==> config.mk <==
export PLATFORM = sky130hd
export DESIGN_NAME = packet_serial_ack_unwrap
export DESIGN_NICKNAME = d
export VERILOG_FILES = /design/src/rtl/psau_pkg.sv /design/src/rtl/packet_serial_ack_unwrap.sv /design/src/rtl/psau_ack_resolve.sv
export VERILOG_INCLUDE_DIRS = /design/src /design/src/rtl
export SDC_FILE = /design/constraint.sdc
export NUM_CORES = 1
export LEC_CHECK = 0
export BUFFER_PORTS_ARGS = -buffer_cell sky130_fd_sc_hd__buf_4
export CORE_MARGIN = 1.5
export CORE_UTILIZATION = 45
export CTS_CLUSTER_SIZE = 40
export DETAILED_ROUTE_END_ITERATION = 6
export SLEW_MARGIN = 25
export SYNTH_ARGS = -nofsm -noshare
export SYNTH_HDL_FRONTEND = slang
export SYNTH_SLANG_ARGS = --single-unit
export TNS_END_PERCENT = 10
==> constraint.sdc <==
create_clock -name clock -period 10.99 [get_ports clock]
set_clock_uncertainty 0.05 [all_clocks]
set_input_delay 1.099 -clock clock [delete_from_list [all_inputs] [get_ports clock]]
set_output_delay 1.099 -clock clock [all_outputs]
set_load 0.02 [all_outputs]
==> src/rtl/assert_macros.svh <==
// assertion macros used by the top-level rtl file
`ifndef ASSERT_MACROS_SVH
`define ASSERT_MACROS_SVH

// clocked property check, disabled while reset is high
`define ASSERT_CLK(label, clk, rst, prop, msg) \
   label: assert property (@(posedge clk) disable iff (rst) (prop)) else $error(msg);

// consequent checked in the cycle after the antecedent, disabled while reset is high
`define ASSERT_NEXT(label, clk, rst, ante, cons, msg) \
   label: assert property (@(posedge clk) disable iff (rst) (ante) |=> (cons)) else $error(msg);

`endif

==> src/rtl/psau_pkg.sv <==
// package with types and constants of the packet serial ack unwrapper
`timescale 1ns / 1ps
`default_nettype none
package psau_pkg;

   localparam int ID_SPACE_DEF = 16384;
   localparam int SERIAL_W     = 32;
   localparam int WIRE_W       = 16;
   localparam int PID_W        = 14;
   localparam int STATUS_W     = 3;

   localparam logic MODE_SEND = 1'b0;
   localparam logic MODE_ACK  = 1'b1;

   typedef enum logic [STATUS_W-1:0] {
      ST_OK             = 3'd0,
      ST_BAD_WIRE       = 3'd1,
      ST_HALF_RANGE     = 3'd2,
      ST_BEFORE_SESSION = 3'd3,
      ST_FUTURE         = 3'd4
   } status_type;

   typedef struct packed {
      logic              mode;
      logic              has_bunches;
      logic [WIRE_W-1:0] wire_packet_id;
   } req_type;

   typedef struct packed {
      status_type          status;
      logic [SERIAL_W-1:0] packet_serial;
      logic [PID_W-1:0]    packet_id;
      logic [SERIAL_W-1:0] highest_acked_serial;
   } rsp_type;

   // outcome of unwrapping one acked wire id
   typedef struct packed {
      status_type          status;
      logic [SERIAL_W-1:0] serial;
      logic                raise_ref;
      logic                raise_high;
   } ack_res_type;

endpackage
`default_nettype wire

==> src/rtl/packet_serial_ack_unwrap.sv <==
// top level: packet serial allocator and ack wire id unwrapper
//
//   channel  dir  handshake             payload
//   req      in   req_valid/req_stall   req_data  (mode, has_bunches, wire_packet_id)
//   rsp      out  rsp_valid/rsp_stall   rsp_data  (status, serial, id, highest acked)
//
// one transaction per cycle while req_stall is low; its result is registered and appears in the cycle after acceptance.
// the state update (modular distance, add, compare) completes in the accept cycle,
// so the next transaction sees it at once.
// reset clears the serial counter, unwrap reference and highest acked serial.
// req_stall is raised only while the result register is full and rsp_stall is high.
`timescale 1ns / 1ps
`default_nettype none
`include "assert_macros.svh"
module packet_serial_ack_unwrap
   import psau_pkg::*;
#(
   parameter int ID_SPACE = ID_SPACE_DEF
) (
   input  wire logic    clock,
   input  wire logic    reset,
   input  wire logic    req_valid,
   output logic         req_stall,
   input  wire req_type req_data,
   output logic         rsp_valid,
   input  wire logic    rsp_stall,
   output rsp_type      rsp_data
);

   localparam int ID_W = $clog2(ID_SPACE);
   localparam logic [ID_W-1:0] ID_LAST = ID_W'(ID_SPACE - 1);

   logic [SERIAL_W-1:0] next_serial_ff, next_serial_in;
   logic [ID_W-1:0]     next_id_ff, next_id_in;
   logic [SERIAL_W-1:0] unwrap_ref_ff, unwrap_ref_in;
   logic [ID_W-1:0]     ref_id_ff, ref_id_in;
   logic [SERIAL_W-1:0] high_ack_ff, high_ack_in;
   logic                rsp_valid_ff, rsp_valid_in;
   rsp_type             rsp_data_ff, rsp_data_in;
   logic                accept;
   ack_res_type         ack_res;

   // ack unwrap against the current reference
   psau_ack_resolve #(
      .ID_SPACE (ID_SPACE)
   ) u_ack (
      .wire_id     (req_data.wire_packet_id),
      .ref_serial  (unwrap_ref_ff),
      .ref_id      (ref_id_ff),
      .next_serial (next_serial_ff),
      .high_serial (high_ack_ff),
      .res         (ack_res)
   );

   // handshake
   assign req_stall = rsp_valid_ff & rsp_stall;
   assign accept    = req_valid & ~req_stall;
   assign rsp_valid = rsp_valid_ff;
   assign rsp_data  = rsp_data_ff;

   // state and result next values
   always_comb begin
      next_serial_in = next_serial_ff;
      next_id_in     = next_id_ff;
      unwrap_ref_in  = unwrap_ref_ff;
      ref_id_in      = ref_id_ff;
      high_ack_in    = high_ack_ff;
      rsp_data_in    = rsp_data_ff;
      if (accept) begin
         if (req_data.mode == MODE_SEND) begin
            next_serial_in = next_serial_ff + 1'b1;
            // counter wrap restarts the wire id too
            if (next_serial_ff == '1 || next_id_ff == ID_LAST) begin
               next_id_in = '0;
            end else begin
               next_id_in = next_id_ff + 1'b1;
            end
            if (!req_data.has_bunches && next_serial_ff > unwrap_ref_ff) begin
               unwrap_ref_in = next_serial_ff;
               ref_id_in     = next_id_ff;
            end
            rsp_data_in.status        = ST_OK;
            rsp_data_in.packet_serial = next_serial_ff;
            rsp_data_in.packet_id     = PID_W'(next_id_ff);
         end else begin
            // resolved serial is congruent to the wire id
            if (ack_res.raise_ref) begin
               unwrap_ref_in = ack_res.serial;
               ref_id_in     = req_data.wire_packet_id[ID_W-1:0];
            end
            if (ack_res.raise_high) begin
               high_ack_in = ack_res.serial;
            end
            rsp_data_in.status        = ack_res.status;
            rsp_data_in.packet_serial = ack_res.serial;
            rsp_data_in.packet_id     = '0;
         end
         rsp_data_in.highest_acked_serial = high_ack_in;
      end
   end

   // output register valid
   always_comb begin
      if (accept) begin
         rsp_valid_in = 1'b1;
      end else begin
         rsp_valid_in = rsp_valid_ff & rsp_stall;
      end
   end

   always_ff @(posedge clock) begin
      if (reset) begin
         next_serial_ff <= '0;
         next_id_ff     <= '0;
         unwrap_ref_ff  <= '0;
         ref_id_ff      <= '0;
         high_ack_ff    <= '0;
         rsp_valid_ff   <= 1'b0;
      end else begin
         next_serial_ff <= next_serial_in;
         next_id_ff     <= next_id_in;
         unwrap_ref_ff  <= unwrap_ref_in;
         ref_id_ff      <= ref_id_in;
         high_ack_ff    <= high_ack_in;
         rsp_valid_ff   <= rsp_valid_in;
      end
   end

   always_ff @(posedge clock) begin
      rsp_data_ff <= rsp_data_in;
   end

   // checks
   `ASSERT_CLK(a_next_id_range, clock, reset, next_id_ff <= ID_LAST && ref_id_ff <= ID_LAST, "wire id out of id space")
   `ASSERT_NEXT(a_ack_in_past, clock, reset, accept && req_data.mode == MODE_ACK && ack_res.status == ST_OK, rsp_data_ff.packet_serial < next_serial_ff, "resolved serial not yet sent")
   `ASSERT_NEXT(a_high_monotonic, clock, reset, 1'b1, high_ack_ff >= $past(high_ack_ff), "highest acked serial went down")

endmodule
`default_nettype wire

==> src/rtl/psau_ack_resolve.sv <==
// unwraps an acked wire id against the reference serial
`timescale 1ns / 1ps
`default_nettype none
module psau_ack_resolve
   import psau_pkg::*;
#(
   parameter int ID_SPACE = ID_SPACE_DEF
) (
   input  wire logic [WIRE_W-1:0]            wire_id,
   input  wire logic [SERIAL_W-1:0]          ref_serial,
   input  wire logic [$clog2(ID_SPACE)-1:0]  ref_id,
   input  wire logic [SERIAL_W-1:0]          next_serial,
   input  wire logic [SERIAL_W-1:0]          high_serial,
   output ack_res_type                       res
);

   localparam int ID_W = $clog2(ID_SPACE);
   localparam int DW   = ID_W + 2;
   localparam int CW   = SERIAL_W + 2;
   localparam logic signed [DW-1:0] SPACE_S    = DW'(ID_SPACE);
   localparam logic signed [DW-1:0] HALF_S     = DW'(ID_SPACE / 2);
   localparam logic [WIRE_W:0]      SPACE_WIRE = (WIRE_W + 1)'(ID_SPACE);

   logic                 bad_wire;
   logic signed [DW-1:0] diff;
   logic signed [DW-1:0] fwd;
   logic signed [DW-1:0] delta;
   logic signed [CW-1:0] ref_s;
   logic signed [CW-1:0] next_s;
   logic signed [CW-1:0] high_s;
   logic signed [CW-1:0] cand;

   // forward distance modulo the id space, then folded to a signed step
   always_comb begin
      bad_wire = {1'b0, wire_id} >= SPACE_WIRE;
      diff     = $signed({2'b00, wire_id[ID_W-1:0]}) - $signed({2'b00, ref_id});
      fwd      = (diff < 0) ? diff + SPACE_S : diff;
      delta    = (fwd > HALF_S) ? fwd - SPACE_S : fwd;
      ref_s    = $signed({2'b00, ref_serial});
      next_s   = $signed({2'b00, next_serial});
      high_s   = $signed({2'b00, high_serial});
      cand     = ref_s + CW'(delta);
   end

   // status in priority order, state moves only on success
   always_comb begin
      res.serial     = '0;
      res.raise_ref  = 1'b0;
      res.raise_high = 1'b0;
      priority if (bad_wire) begin
         res.status = ST_BAD_WIRE;
      end else if (fwd == HALF_S) begin
         res.status = ST_HALF_RANGE;
      end else if (cand < 0) begin
         res.status = ST_BEFORE_SESSION;
      end else if (cand >= next_s) begin
         res.status = ST_FUTURE;
      end else begin
         res.status     = ST_OK;
         res.serial     = cand[SERIAL_W-1:0];
         res.raise_ref  = cand > ref_s;
         res.raise_high = cand > high_s;
      end
   end

endmodule
`default_nettype wire
# Yosys cells after proc, flatten, opt, wreduce, memory -nomap -nowiden
# Index checks and enable logic that the tools add are counted.
[classes] add_sub_neg=6 multipliers=0 div_mod_pow=0 order_cmp=8 n_eq_ne=4 n_shift=0 muxes=21 bitwise=4 reduce_logical=8
[ops] op="$mux 32" n=5
[ops] op="$mux 34" n=4
[ops] op="$gt 34x33->1" n=2
[ops] op="$mux 14" n=4
[ops] op="$mux 46" n=1
[ops] op="$add 33x16->34" n=1
[ops] op="$ge 34x33->1" n=1
[ops] op="$lt 34x1->1 const B" n=1
[ops] op="$add 32x1->32 const B" n=1
[ops] op="$eq 32x32->1 const B" n=1
[ops] op="$gt 32x32->1" n=1
[ops] op="$mux 16" n=2
[ops] op="$add 15x16->16 const B" n=1
[ops] op="$eq 16x15->1 const B" n=1
[ops] op="$ge 16x15->1 const B" n=1
[ops] op="$gt 16x15->1 const B" n=1
[ops] op="$sub 16x16->16 const B" n=1
[ops] op="$lt 15x1->1 const B" n=1
[ops] op="$sub 14x14->15" n=1
[ops] op="$add 14x1->14 const B" n=1
[ops] op="$eq 14x14->1 const B" n=1
[ops] op="$mux 2" n=2
[ops] op="$reduce_or 4->1" n=1
[ops] op="$mux 3" n=1
[ops] op="other kinds (11)" n=14
[word_totals] regBits=206 latch_bits=0 mem_bits_rw=0 rom_bits=0 inputBits=22 out_inout_bits=83 mem_count=0

# Depth between registers and ports, before layout
[logic_depth] depth_word=13 depth_mapped=35 ltp_nobuf=33

# By module
# From an unflattened synthesis, not the netlist that was laid out.
[unflattened] hier_cells=1613 area_unflattened_um2=14475.1
[by_module_without_submodules] module="packet_serial_ack_unwrap" instances=1 cells_each=879 area_per_inst_um2=9400.3 seq_area_each_um2=4934.7
[by_module_without_submodules] module="psau_ack_resolve" instances=1 cells_each=734 area_per_inst_um2=5074.9 seq_area_each_um2=0.0

# Least setup slack after synthesis
# No wires, ideal clock.
[synth_path] kind="input-to-reg" start="input port req_data[0] in the netlist's numbering" end="register unwrap_ref_ff[3]" setup_time_ns=0.115 arrival_ns=8.215 slack_ns=2.610 path_stages=34 path_buffers=2 cell_sequence="inv_1 -> ha_1 -> inv_1 -> fa_1 -> a21o_1 -> a311oi_1 -> o21bai_1 -> nand2_1 -> nand2_1 -> a21oi_1 -> xnor2_1 -> ha_1 -> and4_1 -> a21o_1 -> o21ai_0 -> a21bo_2 -> o41ai_1 -> o211ai_1 -> nor2_1 -> a32oi_1 -> xnor2_1 -> ha_1 -> a211oi_1 -> o21bai_1 -> a211oi_1 -> o21bai_1 -> a2111oi_0 -> o41a_1 -> o31ai_2 -> or4b_4 -> o41a_1 -> buf_4 -> buf_2 -> o21a_1"
[synth_via] elab_chain_len=13 word_cells_on_any_way=21 cone_classes="add/sub: 4; order compare: 6; eq/ne: 2; mux: 8; reduce/logical: 1"
[synth_rtl] element="start: declaration" line="packet_serial_ack_unwrap.sv:24" text="input wire req_type req_data,"
[synth_rtl] element="$sub 14x14->15" line="psau_ack_resolve.sv:36" text="diff = $signed({2'b00, wire_id[ID_W-1:0]}) - $signed({2'b00, ref_id});"
[synth_rtl] element="$add 15x16->16 / $lt 15x1->1 (equally long branches)" line="psau_ack_resolve.sv:37" text="fwd = (diff < 0) ? diff + SPACE_S : diff;"
[synth_rtl] element="$mux 16" line="psau_ack_resolve.sv:37"
[synth_rtl] element="$sub 16x16->16 / $gt 16x15->1 (equally long branches)" line="psau_ack_resolve.sv:38" text="delta = (fwd > HALF_S) ? fwd - SPACE_S : fwd;"
[synth_rtl] element="$mux 16" line="psau_ack_resolve.sv:38"
[synth_rtl] element="$add 33x16->34" line="psau_ack_resolve.sv:42" text="cand = ref_s + CW'(delta);"
[synth_rtl] element="$gt 34x33->1 / $ge 34x33->1 (equally long branches)" line="psau_ack_resolve.sv:61, psau_ack_resolve.sv:56"
[synth_rtl] element="$mux 34" line="psau_ack_resolve.sv:56" text="end else if (cand >= next_s) begin"
[synth_rtl] element="$mux 34" line="psau_ack_resolve.sv:54" text="end else if (cand < 0) begin"
[synth_rtl] element="$mux 34" line="psau_ack_resolve.sv:52" text="end else if (fwd == HALF_S) begin"
[synth_rtl] element="$mux 34 *" line="psau_ack_resolve.sv:50" text="priority if (bad_wire) begin"
[synth_rtl] element="$ne 2x1->1 (no line) / $mux 32 (equally long branches)"
[synth_rtl] element="$reduce_and 3->1 (no line) / $mux 32 (equally long branches)"
[synth_rtl] element="end signal: assignment" line="packet_serial_ack_unwrap.sv:122" text="unwrap_ref_ff <= unwrap_ref_in;"
[synth_rtl] element="end: declaration" line="packet_serial_ack_unwrap.sv:35" text="logic [SERIAL_W-1:0] unwrap_ref_ff, unwrap_ref_in;"
# Every way passes the cells marked *; elsewhere a longest branch is shown, timed or not. The select of a mux whose other input is x is not followed.
# A chain may end at the register's enable or synchronous reset.

# Worst setup path in the final report
[layout_path] start="input port req_data[0] in the netlist's numbering" end="register ref_id_ff[1]"
[layout_via] elab_chain_len=13 word_cells_on_any_way=19 cone_classes="add/sub: 4; order compare: 6; eq/ne: 2; mux: 6; reduce/logical: 1"
[layout_rtl] element="$sub 14x14->15" line="psau_ack_resolve.sv:36"
[layout_rtl] element="$add 15x16->16 / $lt 15x1->1 (equally long branches)" line="psau_ack_resolve.sv:37"
[layout_rtl] element="$mux 16" line="psau_ack_resolve.sv:37"
[layout_rtl] element="$sub 16x16->16 / $gt 16x15->1 (equally long branches)" line="psau_ack_resolve.sv:38"
[layout_rtl] element="$mux 16" line="psau_ack_resolve.sv:38"
[layout_rtl] element="$add 33x16->34" line="psau_ack_resolve.sv:42"
[layout_rtl] element="$gt 34x33->1 / $ge 34x33->1 (equally long branches)" line="psau_ack_resolve.sv:61, psau_ack_resolve.sv:56"
[layout_rtl] element="$mux 34" line="psau_ack_resolve.sv:56"
[layout_rtl] element="$mux 34" line="psau_ack_resolve.sv:54"
[layout_rtl] element="$mux 34" line="psau_ack_resolve.sv:52"
[layout_rtl] element="$mux 34 *" line="psau_ack_resolve.sv:50"
[layout_rtl] element="$ne 2x1->1 (no line) *"
[layout_rtl] element="$reduce_and 3->1 (no line) *"
[layout_rtl] element="end signal: assignment" line="packet_serial_ack_unwrap.sv:123" text="ref_id_ff <= ref_id_in;"
[layout_rtl] element="end: declaration" line="packet_serial_ack_unwrap.sv:36" text="logic [ID_W-1:0] ref_id_ff, ref_id_in;"
# Every way passes the cells marked *; elsewhere a longest branch is shown, timed or not.

==> flow_metrics.tcl <==
set metrics [dict create \
    num_vias 11700 \
    syn_inst 1553 \
    slew_viol_final 0 \
    fin_tns_setup_ns 0 \
    cts_tree "done" \
    synth-edff-count 81 \
    crit_top_cell "a211oi_1" \
    clockBufferDepth 3 \
    firstDrtPassIters 5 \
    die_height_um 176 \
    first_global_vias 10900 \
    fin_util 0.526 \
    leakage_nw 6.13 \
    insertion_delay_ns 0.54 \
    io_pins 105 \
    yosysWarningCount 0 \
    num_antenna_cells 0 \
    io_buffers 104 \
    slowest_delay_ns 0.81 \
    die_x_um 176 \
    n_fill_cell 2806 \
    dp_hpwl_um 30200 \
    cp-end-kind "register" \
    synthesis.area_sq_um 13500 \
    grt_max_degree 78 \
    regArea_sq_um 4930 \
    fin_crit_ns 9.82 \
    wl_per_cell_um 19.4 \
    max-vdd-ir-drop_mv 0.171 \
    post_cts_buffers 0 \
    clk_pin_slew_worst_paths_ns 0.06 \
    hp-class "reg -> reg" \
    fin_area_sq_um 15500 \
    outcome "completed" \
    finalCritPeriodShare 0.894 \
    crit_type "in -> reg" \
    arrival_ns 10.15 \
    p_total_w 0.00438 \
    initial_utilization 0.456 \
    critPathRequiredTime_ns 11.31 \
    worst_slack_ns 1.17 \
    ys_seq_area_frac 0.366 \
    cts_buffers 25 \
    synth_seq_cells 206 \
    drt-initial-drc-count 793 \
    worstPathMaxFanout 27 \
    cts.sinks 206 \
    ys_types 72 \
    drive_gt1_frac 0.119 \
    ctsHoldBuffers 0 \
    worst_setup_path_start_kind "primary input" \
    synthToLayoutAreaGrowth_pct 15.3 \
    grt_pass1_wl_um 61300 \
    setup_viol 0 \
    drc 0 \
    hold_viol 0 \
    rows 63 \
    antenna_found_initial 0 \
    layout.nets 1836 \
    coreArea_sq_um 29600 \
    relSlewSlack 0.268 \
    dp_slack_ns 0.794 \
    routed_wl_um 40000 \
    multi_input_area_sq_um 7840 \
    place_area_sq_um 14800 \
    slowest_stage "o41a_2" \
    via_per_inst 5.68 \
    detail-route-antenna-nets 0 \
    gp_congestion 0.960 \
    gr-total-overflow 0 \
    design.die.area_sq_um 31000 \
    grt_setup_unrepaired "no" \
    ctsResizeCount 0 \
    yosys_most_used_dff "dfxtp_1" \
    htreeDepth 1 \
    cts_root_buf "clkbuf_16" \
    worst_pin_slew_ns 1.07 \
    p_per_area_nw_per_um2 282 \
    synth_nets 1733 \
    grt_usage 0.255 \
    ys_async_sr_fraction 0 \
    synth.avg_cell_area_sq_um 8.68 \
    fmax_mhz 102 \
    maxCapViolCount 0 \
]
## cell usage in the layout, fill, tap and decap left out, drive strengths merged, types with 6 or more instances in the layout
| cell type | n |
|---|---|
| nand2 | 176 |
| ha | 156 |
| buf | 137 |
| nor2 | 130 |
| inv | 128 |
| dfxtp | 125 |
| a21oi | 107 |
| edfxtp | 81 |
| o21ai | 66 |
| xnor2 | 65 |
| nand3 | 54 |
| a21o | 50 |
| nand4 | 44 |
| a211oi | 40 |
| clkbuf | 34 |
| nor3 | 25 |
| o21a | 24 |
| nor2b | 22 |
| and2 | 20 |
| nor4 | 15 |
| a311oi | 13 |
| xor2 | 13 |
| o22ai | 12 |
| o31ai | 11 |
| clkinv | 11 |
| or3 | 9 |
| or2 | 6 |
| a31oi | 6 |
| and3 | 6 |
| and4 | 6 |
| a2111oi | 6 |
## path summary, 6_finish.rpt
check,from,to,slack (ns),cells after the start
worst max register to register,ref_id_ff[0],ref_id_ff[1],1.56,34
worst max-delay path,req_data[0],ref_id_ff[1],1.17,36
worst min register to register,high_ack_ff[29],high_ack_ff[29],0.40,2
worst min-delay path,high_ack_ff[29],high_ack_ff[29],0.40,2
## flip-flops by register name, indices dropped and copies added (netlist names)
register / count
high_ack_ff: 32
next_serial_ff: 32
unwrap_ref_ff: 32
rsp_data: 81
rsp_valid: 1
ref_id_ff: 14
next_id_ff: 14
## synthesized netlist by cell type (6+ instances only)
library cell	instances	share of area
o22ai_1	12	0.0056
buf_1	8	0.0022
nor4_1	15	0.0070
edfxtp_1	81	0.18
nand4_1	44	0.020
nor2b_1	22	0.010
a311oi_1	13	0.0085
xnor2_1	65	0.042
o31ai_1	10	0.0056
nand2_1	176	0.049
dfxtp_1	125	0.19
and4_1	6	0.0039
ha_1	156	0.14
and3_1	6	0.0028
a31oi_1	6	0.0028
nand3_1	54	0.020
inv_1	128	0.036
xor2_1	13	0.0085
o21a_1	24	0.013
and2_1	20	0.0093
a21o_1	50	0.028
o21ai_0	64	0.024
or2_2	6	0.0028
or3_1	9	0.0042
nor2_1	130	0.036
a21oi_1	107	0.040
nor3_1	25	0.0093
a2111oi_0	6	0.0039
a211oi_1	40	0.022
clkbuf_1	46	0.013
## cell type report
type | instances | share of cell area
multi-input combinational | 1157 | 0.504
sequential | 206 | 0.318
timing repair buffer | 137 | 0.0662
clock buffer | 34 | 0.0437
tap | 390 | 0.0314
inverter | 129 | 0.0312
clock inverter | 11 | 0.00540
## power by group
group | internal (W) | switching (W) | total, W | leakage (nW)
Combinational | 0.00106 | 0.00164 | 0.00270 | 3.93
Sequential | 0.000858 | 0.0000366 | 0.000894 | 1.83
Clock | 0.000454 | 0.000331 | 0.000785 | 0.378
## cells by family after synthesis
kind of cell	synth area share
compound gates	0.191
fa+ha+maj	0.148
xor+xnor	0.0507
mux	0.00474
buf+inv	0.0547
flops	0.366
simple gates	0.185
## layer usage
| metal | part of all wire | global-route usage | vias up |
|---|---|---|---|
| li1 | - | - | 5800 |
| met1 | 0.46 | 0.351 | 5485 |
| met2 | 0.44 | 0.405 | 376 |
| met3 | 0.066 | 0.0426 | 71 |
| met4 | 0.030 | 0.0794 | 0 |
| met5 | 0 | 0.00641 | - |
## worst max-delay path, delay by kind of cell
family	cells	cell delay, ns
buffers and inverters	5	0.71
adder cells (fa/ha/maj)	4	1.15
AO/OA/AOI/OAI	20	5.49
AND/OR/NAND/NOR	5	1.36
XOR/XNOR	2	0.34
## metrics by stage
stage | instances | hold WS (ns)
after global placement | 2019 | 0.391
after global routing | 2064 | 0.415
after floorplan | 1553 | 0.386
after detailed placement | 2019 | 0.396
final | 2064 | 0.403
after CTS | 2064 | 0.405
Power figures use the tool's default switching activity.
